<file path="src/rtl/bdlp_pkg.sv">
// ----------------------------------------------------------------------------
// bdlp_pkg
// Types and constants shared by the button debounce and long-press logic.
// ----------------------------------------------------------------------------
package bdlp_pkg;

	localparam int unsigned TIME_W = 32;
	localparam int unsigned CFG_W  = 16;

	localparam logic [CFG_W-1:0] DEFAULT_DEBOUNCE = 16'd20;
	localparam logic [CFG_W-1:0] DEFAULT_HOLD     = 16'd3000;

	typedef enum logic {
		REG_DEBOUNCE = 1'b0,
		REG_HOLD     = 1'b1
	} reg_idx_t;

	typedef struct packed {
		logic [CFG_W-1:0] settle_len;
		logic [CFG_W-1:0] hold_ms;
	} timing_t;

	typedef struct packed {
		logic              pressed;
		logic [TIME_W-1:0] now_ms;
	} sample_t;

endpackage

</file>
<file path="src/rtl/button_debounce_long_press_core.sv">
// ----------------------------------------------------------------------------
// button_debounce_long_press_core
// Debounces raw button samples and flags a long press once per press.
// ----------------------------------------------------------------------------
//  Channel   Direction  Contents
//  s_axis    in         pressed, now_ms (one timestamped sample per item)
//  m_axis    out        long_press (one result per sample)
//  cfg       in         debounce_time (index 0), hold_time (index 1)
//
// Each item passes an input register and a result register, and one item is
// taken every cycle while the result is not stalled. The state update is a
// pair of 32-bit subtract and compare paths in parallel. Reset clears the
// valid flags and the evaluation state and selects the default times.
// A stalled result holds the pipeline; with both registers full, s_tready
// follows m_tready.
// ----------------------------------------------------------------------------
module button_debounce_long_press_core (
	input  logic        clk,
	input  logic        arst_n,
	input  logic        s_tvalid,
	output logic        s_tready,
	input  logic [39:0] s_tdata,   // pressed, now_ms, zero fill
	output logic        m_tvalid,
	input  logic        m_tready,
	output logic [7:0]  m_tdata,   // long_press, zero fill
	input  logic        cfg_we,
	input  logic        cfg_addr,
	input  logic [15:0] cfg_wdata
);
	import bdlp_pkg::*;

	timing_t timing;
	sample_t sample_s1;
	logic    valid_s1;
	logic    out_valid_q;
	logic    long_press_q;
	logic    advance;
	logic    pulse;

	assign advance  = valid_s1 && (!out_valid_q || m_tready);
	assign s_tready = !valid_s1 || advance;

	always_ff @(posedge clk or negedge arst_n) begin
		if (!arst_n) begin
			valid_s1 <= 1'b0;
		end else if (s_tready) begin
			valid_s1 <= s_tvalid;
		end
	end

	always_ff @(posedge clk) begin
		if (s_tready && s_tvalid) begin
			sample_s1.pressed <= s_tdata[0];
			sample_s1.now_ms  <= s_tdata[32:1];
		end
	end

	bdlp_cfg u_cfg (
		.clk    (clk),
		.arst_n (arst_n),
		.we     (cfg_we),
		.addr   (cfg_addr),
		.wdata  (cfg_wdata),
		.timing (timing)
	);

	bdlp_eval u_eval (
		.clk    (clk),
		.arst_n (arst_n),
		.step   (advance),
		.sample (sample_s1),
		.timing (timing),
		.pulse  (pulse)
	);

	always_ff @(posedge clk or negedge arst_n) begin
		if (!arst_n) begin
			out_valid_q <= 1'b0;
		end else if (advance) begin
			out_valid_q <= 1'b1;
		end else if (m_tready) begin
			out_valid_q <= 1'b0;
		end
	end

	always_ff @(posedge clk) begin
		if (advance) begin
			long_press_q <= pulse;
		end
	end

	assign m_tvalid = out_valid_q;
	assign m_tdata  = {7'd0, long_press_q};

`ifndef NO_ASSERTIONS
	a_ready_when_empty: assert property (@(posedge clk) disable iff (!arst_n)
		!s_tready |-> valid_s1)
		else $error("input stage refused an item while empty");

	a_single_pulse: assert property (@(posedge clk) disable iff (!arst_n)
		advance && pulse ##1 advance |-> !pulse)
		else $error("long press flagged on two consecutive samples");

	a_result_follows: assert property (@(posedge clk) disable iff (!arst_n)
		advance |=> out_valid_q && (long_press_q == $past(pulse)))
		else $error("result register lost an evaluated sample");
`endif

endmodule

</file>
<file path="src/rtl/bdlp_cfg.sv">
// ----------------------------------------------------------------------------
// bdlp_cfg
// Timing registers with substitution of the default for a zero setting.
// ----------------------------------------------------------------------------
module bdlp_cfg (
	input  logic                    clk,
	input  logic                    arst_n,
	input  logic                    we,
	input  logic                    addr,
	input  logic [15:0]             wdata,
	output bdlp_pkg::timing_t       timing
);
	import bdlp_pkg::*;

	logic [CFG_W-1:0] debounce_q;
	logic [CFG_W-1:0] hold_q;

	always_ff @(posedge clk or negedge arst_n) begin
		if (!arst_n) begin
			debounce_q <= '0;
			hold_q     <= '0;
		end else if (we) begin
			unique case (reg_idx_t'(addr))
				REG_DEBOUNCE: debounce_q <= wdata;
				REG_HOLD:     hold_q     <= wdata;
				default:      ;
			endcase
		end
	end

	assign timing.settle_len = (debounce_q == '0) ? DEFAULT_DEBOUNCE : debounce_q;
	assign timing.hold_ms    = (hold_q == '0) ? DEFAULT_HOLD : hold_q;

endmodule

</file>
<file path="src/rtl/bdlp_eval.sv">
// ----------------------------------------------------------------------------
// bdlp_eval
// Debounce and press tracking state; evaluates one sample per step.
// ----------------------------------------------------------------------------
module bdlp_eval (
	input  logic                    clk,
	input  logic                    arst_n,
	input  logic                    step,
	input  bdlp_pkg::sample_t       sample,
	input  bdlp_pkg::timing_t       timing,
	output logic                    pulse
);
	import bdlp_pkg::*;

	logic              last_raw_q;
	logic [TIME_W-1:0] change_time_q;
	logic              stable_q;
	logic              fired_q;
	logic [TIME_W-1:0] press_start_q;

	logic              raw_same;
	logic [TIME_W-1:0] since_change;
	logic [TIME_W-1:0] since_press;
	logic              settled;
	logic              held;

	// A raw change restarts the debounce window, so a sample can only settle
	// when it matches the previous raw level.
	assign raw_same     = (sample.pressed == last_raw_q);
	assign since_change = sample.now_ms - change_time_q;
	assign since_press  = sample.now_ms - press_start_q;
	assign settled      = raw_same &&
		(since_change >= {{(TIME_W-CFG_W){1'b0}}, timing.settle_len});
	assign held         = since_press >= {{(TIME_W-CFG_W){1'b0}}, timing.hold_ms};
	assign pulse        = settled && stable_q && sample.pressed && !fired_q && held;

	always_ff @(posedge clk or negedge arst_n) begin
		if (!arst_n) begin
			last_raw_q    <= 1'b0;
			change_time_q <= '0;
			stable_q      <= 1'b0;
			fired_q       <= 1'b0;
			press_start_q <= '0;
		end else if (step) begin
			if (!raw_same) begin
				last_raw_q    <= sample.pressed;
				change_time_q <= sample.now_ms;
			end
			if (settled) begin
				if (stable_q != sample.pressed) begin
					stable_q      <= sample.pressed;
					fired_q       <= 1'b0;
					press_start_q <= sample.pressed ? sample.now_ms : '0;
				end else if (pulse) begin
					fired_q <= 1'b1;
				end
			end
		end
	end

endmodule
</file>
<file path="config.mk">
export PLATFORM = sky130hd
export DESIGN_NAME = button_debounce_long_press_core
export DESIGN_NICKNAME = d
export VERILOG_FILES = /design/src/rtl/bdlp_pkg.sv /design/src/rtl/button_debounce_long_press_core.sv /design/src/rtl/bdlp_cfg.sv /design/src/rtl/bdlp_eval.sv
export SDC_FILE = /design/constraint.sdc
export NUM_CORES = 1
export LEC_CHECK = 0
export ABC_CLOCK_PERIOD_IN_PS = 5000
export BUFFER_PORTS_ARGS = -buffer_cell sky130_fd_sc_hd__buf_2
export CAP_MARGIN = 5
export CORE_ASPECT_RATIO = 0.8
export CORE_MARGIN = 10
export CORE_UTILIZATION = 40
export CTS_BUF_LIST = sky130_fd_sc_hd__clkbuf_8
export CTS_CLUSTER_DIAMETER = 40
export DETAILED_ROUTE_END_ITERATION = 8
export RECOVER_POWER = 100
export SYNTH_ARGS = -nofsm -noshare
export SYNTH_HDL_FRONTEND = slang
export SYNTH_SLANG_ARGS = --single-unit
export TNS_END_PERCENT = 1
</file>
<file path="constraint.sdc">
create_clock -name clk -period 5 [get_ports clk]
set_input_delay 0 -clock clk [delete_from_list [all_inputs] [get_ports clk]]
set_output_delay 0 -clock clk [all_outputs]
set_load 0.005 [all_outputs]
</file>
* Yosys cells after proc, flatten, opt, wreduce, memory -nomap -nowiden *
Index checks and enable logic that the tools add are counted.

operators by class
  reductions and logical operators = 21
  bitwise logic cells = 2
  eq/ne operators = 2
  add/subtract/negate cells = 2
  muxes and demuxes = 7
  $lt $le $gt $ge = 2

operator list
  cell                 number
  $ge A32 B16 Y1       2
  $sub A32 B32 Y32     2
  $logic_not A16 Y1    2
  $mux W16             2
  $mux W32             1
  $logic_and A1 B1 Y1  7
  $reduce_and A2 Y1    3
  $reduce_and A3 Y1    2
  $mux W1              4
  $reduce_bool A2 Y1   2
  $logic_not A1 Y1     3
  $logic_or A1 B1 Y1   2
  $not A1 Y1           2
  $eq A1 B1 Y1         1
  $ne A1 B1 Y1         1

word-level totals
  register bits = 135
  logic and storage cells = 48
  bits of input ports = 62
  output and inout bits = 10

* Depth between registers and ports, before layout *
  depth after elaboration = 10
  gate-level depth with buffers = 22
  mapped depth without buffers = 21

* Cells and area by module *
From an unflattened synthesis, not the netlist that was laid out.

second synthesis, totals
  cells, all modules = 1137
  area total of the unflattened synthesis = 10413.7 sq um

by module, submodules not included
  module                           instances  area each (sq um)  sequential area each (sq um)  cells an instance
  bdlp_eval                        1          7698.6             1676.6                        964
  bdlp_cfg                         1          1526.5             800.8                         122
  button_debounce_long_press_core  1          1188.6             1071.0                        51

* Least setup slack after synthesis *
Ideal clock, no wire load.

  path kind = register to register
  start = register sample_s1[4] (netlist bit)
  end = register long_press_q, data pin
  slack = 0.383 ns
  clock period less this slack = 4.617 ns
  cell stages (with the launch flop) = 21
  path buffers = 1
  data required time = 4.739 ns
  arrival = 4.356 ns
  library setup time = 0.261 ns
  cells stage by stage = edfxtp_1 ha_1 clkbuf_1 a21o_1 a31oi_1 nand2_1 a21o_1 a21oi_1 o21a_1 xnor2_1 ha_1 a21o_1 a21o_1 a211oi_1 o22ai_1 a211oi_1 o311ai_0 or4_1 or4_1 o2111ai_1 nor2_1

on the way
  cells in the longest elaborated chain, start to end = 7
  elaborated cells on any way between the ends = 9
  classes of those cells = add/sub (2); order compare (2); reduce/logical (5)

ends and longest elaborated chain
  item                              line                                   text
  start, declared                   button_debounce_long_press_core.sv:33  sample_t sample_s1;
  $sub A32 B32 Y32                  bdlp_eval.sv:30                        assign since_change = sample.now_ms - change_time_q;
  $ge A32 B16 Y1                    bdlp_eval.sv:33                        (since_change >= {{(TIME_W-CFG_W){1'b0}}, timing.settle_len});
  $logic_and A1 B1 Y1               bdlp_eval.sv:32                        assign settled = raw_same &&
  $logic_and A1 B1 Y1 (3 in a row)  bdlp_eval.sv:35                        assign pulse = settled && stable_q && sample.pressed && !fired_q && held;
  $logic_and A1 B1 Y1 (*)           bdlp_eval.sv:35
  net pulse                         button_debounce_long_press_core.sv:38  logic pulse;
  end signal, assigned              button_debounce_long_press_core.sv:88  long_press_q <= pulse;
  end, declared                     button_debounce_long_press_core.sv:36  logic long_press_q;

Mark *: on every way through the listed nets, which the timed path passes. The rest lies on a longest branch.
A chain may end at the register's enable or synchronous reset.

* Worst setup path after layout *
  start = register sample_s1[0] (netlist bit)
  end = register long_press_q, data pin

Same word-level chain as after synthesis.

==> metrics.yaml <==
fin_crit_sh: 0.9690
grt_pass1_wl_mm: 45.19
synth_seq_area_share: 0.3464
final_hold_viol_count: 0
io_pins: 72
dieWidth_um: 198.9
drv_slew: 172
start_util: 0.4058
status: "finished, violations left"
synth_seq_cells: 135
gr-total-overflow: 0
via_count: 8717
numPortBuffers: 57
worstSetupStartpoint: "sample_s1[0]"
grt_antenna_before_repair: 0
route.antenna.remaining_nets: 0
violations: "capacitance limit, slew limit"
critPathCaptureType: "flip-flop"
first_iter_violations: 729
path_class: "reg2reg"
hold_path_class: "in2reg"
grt_max_degree: 74
remaining_drc_errors: 0
setup_tns_ps: 0
worst_pin_slew_ps: 2630
path_max_fanout: 3
routed_wl_mm: 29.24
hold_slack_ps: 82.38
max-slew-margin-rel: -0.7542
drtPass1Iterations: 6
cts_sinks: 135
rr_startpoint: "sample_s1[0]"
synth_cells: 1128
grt_pass1_vias: 8248
cts_tree: "done"
utilization: 0.4717
synth_edf_count: 34
timing.fmax_mhz: 206.4
gp_congestion: 0.9367
num_rows: 52
fin_skew_ps: 9.828
finalSetupViolCount: 0
fin_crit_ps: 4845
critPathCapture: "long_press_q"
cts-buffers-inserted: 17
final_common_cell: "nand2_1"
layout-drive-gt1-share: 0.1515
r2r_end: "long_press_q"
rsz0062_at_grt: "true"
clock_path_buffers: 2
hpwl_mm: 21.17
htree_levels: 4
maxCapViolCount: 4
startpoint_type: "flip-flop"
clkTransAtPathRegs_ps: 80
async_reset_ff_frac: 0.7481
clk_latency_ps: 470
worstPathArrival_ps: 5070
areaGrowthSynthToFinish_pct: 16.26
final_cell_mix: "nand2_1, inv_1, dfrtp_1"
placed_cell_area_mm2: 0.01084
core_area_mm2: 0.02524
cts-root-buf: "clkbuf_8"
r2r_setup_slack_ps: 150
p_per_area_mw_per_mm2: 548.6
hp-start: "cfg_addr"
track_usage: 0.1761
holdPathStages: 5
syn_avg_cell_area_um2: 9.081
synth_cell_types: 77
final_area_mm2: 0.01191
p_leak_nw: 5.313
die-area_mm2: 0.03245
r2r_cells: 21
via_per_inst: 5.524
wl_per_cell_um: 18.53
fill_cells: 2466
yosysWarnings: 0
die_height_um: 163.1
synth-main-ff-cell: "dfrtp_1"
fin_nets: 1399
antenna_cells: 0
syn-cell-area_mm2: 0.01024
cp.required_ps: 5230
vdd.ir_drop.worst_uv: 395.4
-- flip-flops by register name, indices dropped and copies added, names as in the netlist --
| register | cells |
|---|---|
| sample_s1 | 33 |
| u_eval.change_time_q | 32 |
| u_eval.press_start_q | 32 |
| u_cfg.debounce_q | 16 |
| u_cfg.hold_q | 16 |
| long_press_q | 1 |
| m_tvalid | 1 |
| u_eval.fired_q | 1 |
| u_eval.last_raw_q | 1 |
| u_eval.stable_q | 1 |
| valid_s1 | 1 |
-- report_power, final --
part / internal (W) / switching, W / total, W / leakage (nW)
clock: 0.000568 / 0.000462 / 0.00103 / 0.227
combinational: 0.00164 / 0.00230 / 0.00394 / 3.53
sequential: 0.00142 / 0.000147 / 0.00156 / 1.56
total: 0.00362 / 0.00291 / 0.00653 / 5.31
-- kinds of logic (layout without fill, tap and decap cells) --
logic type      Yosys count  count (layout)  share of synthesized area
simple gates            341             341                     0.1675
compound gates          271             271                     0.1709
buf+inv                 152             272                    0.06608
fa+ha+maj                96              96                     0.1187
other cells               1               7                  0.0003661
mux                      89              89                    0.09332
flops                   135             135                     0.3464
xor+xnor                 43              43                    0.03677
-- critical path: stages, from the launching register on --
cell and delay (ps):
edfxtp_1 400, inv_2 90, ha_1 170, inv_1 60
fa_1 400, a21o_1 200, a31o_2 250, a21oi_2 170
o21bai_1 70, a21oi_1 180, xnor2_1 90, ha_1 200
a21o_1 150, a21o_1 180, a211oi_2 240, o22ai_1 120
a211oi_2 160, o311ai_0 140, or4_1 520, or4_1 530
o2111ai_2 220, nor2_1 70
-- per-layer routing --
layer	vias to the layer above	wire, µm	GRT usage
li1	4269	-	-
met1	4205	14550	0.2511
met2	228	12920	0.2706
met3	15	1550	0.03579
met4	0	215	0.03184
met5	-	0	0
-- cell type report --
| class | count | area (µm²) | share of cell area |
|---|---|---|---|
| Clock buffer | 19 | 261.5 | 0.02196 |
| Tap cell | 324 | 405.4 | 0.03404 |
| Clock inverter | 13 | 178.9 | 0.01502 |
| Sequential cell | 135 | 3548 | 0.2980 |
| Timing Repair Buffer | 139 | 1031 | 0.08657 |
| Multi-Input combinational cell | 847 | 6105 | 0.5126 |
| Inverter | 101 | 379.1 | 0.03183 |
-- synth_stat cells, types with 9 or more instances --
master / n / area share
inv_1: 101 / 0.037
mux2_2: 51 / 0.056
buf_4: 10 / 0.0073
o211ai_1: 9 / 0.0066
nor2_1: 72 / 0.026
nand4_1: 13 / 0.0079
nor3_1: 25 / 0.012
nor4_1: 16 / 0.0098
nand2b_1: 19 / 0.012
nand2_1: 114 / 0.042
mux2i_1: 37 / 0.036
o21a_1: 15 / 0.011
a21o_1: 17 / 0.012
or3_1: 11 / 0.0067
o21ai_0: 62 / 0.030
a21oi_1: 74 / 0.036
edfxtp_1: 34 / 0.10
xnor2_1: 27 / 0.023
ha_1: 94 / 0.11
xor2_1: 16 / 0.014
dfrtp_1: 101 / 0.25
clkbuf_1: 32 / 0.012
nand3_1: 21 / 0.010
a211oi_1: 19 / 0.014
o21ai_1: 9 / 0.0044
-- per-stage QoR --
| step | std cells | total power, W | setup slack (ps) |
|---|---|---|---|
| after floorplan | 1134 | 0.004463 | 382.9 |
| after global placement | 1484 | 0.005265 | 105.0 |
| after detailed placement | 1484 | 0.005321 | -10.06 |
| after CTS | 1570 | 0.006432 | 50.39 |
| after global routing | 1578 | 0.007110 | -55.98 |
| final | 1578 | 0.006533 | 154.9 |
-- worst min-delay path by stage --
| stage | slack, ps | end |
|---|---|---|
| finish | 80 | u_cfg.debounce_q[6] |
| global route | 90 | u_cfg.debounce_q[3] |
| CTS | 8 | u_eval.change_time_q[12] |
| detailed placement | -50 | u_cfg.debounce_q[14] |
| global placement | -50 | u_cfg.debounce_q[8] |
| floorplan | -300 | m_tvalid |
-- timing repair --
item | in CTS | in global routing
endpoints found under the hold margin | 95 | 0
cloned | 0 | 4
pin swaps | 0 | 6
gates resized for setup | 2 | 14
endpoints found under the setup margin | 17 | 35
hold buffers | 54 | 0
setup buffers | 0 | 4
Power figures use the tool's default switching activity.
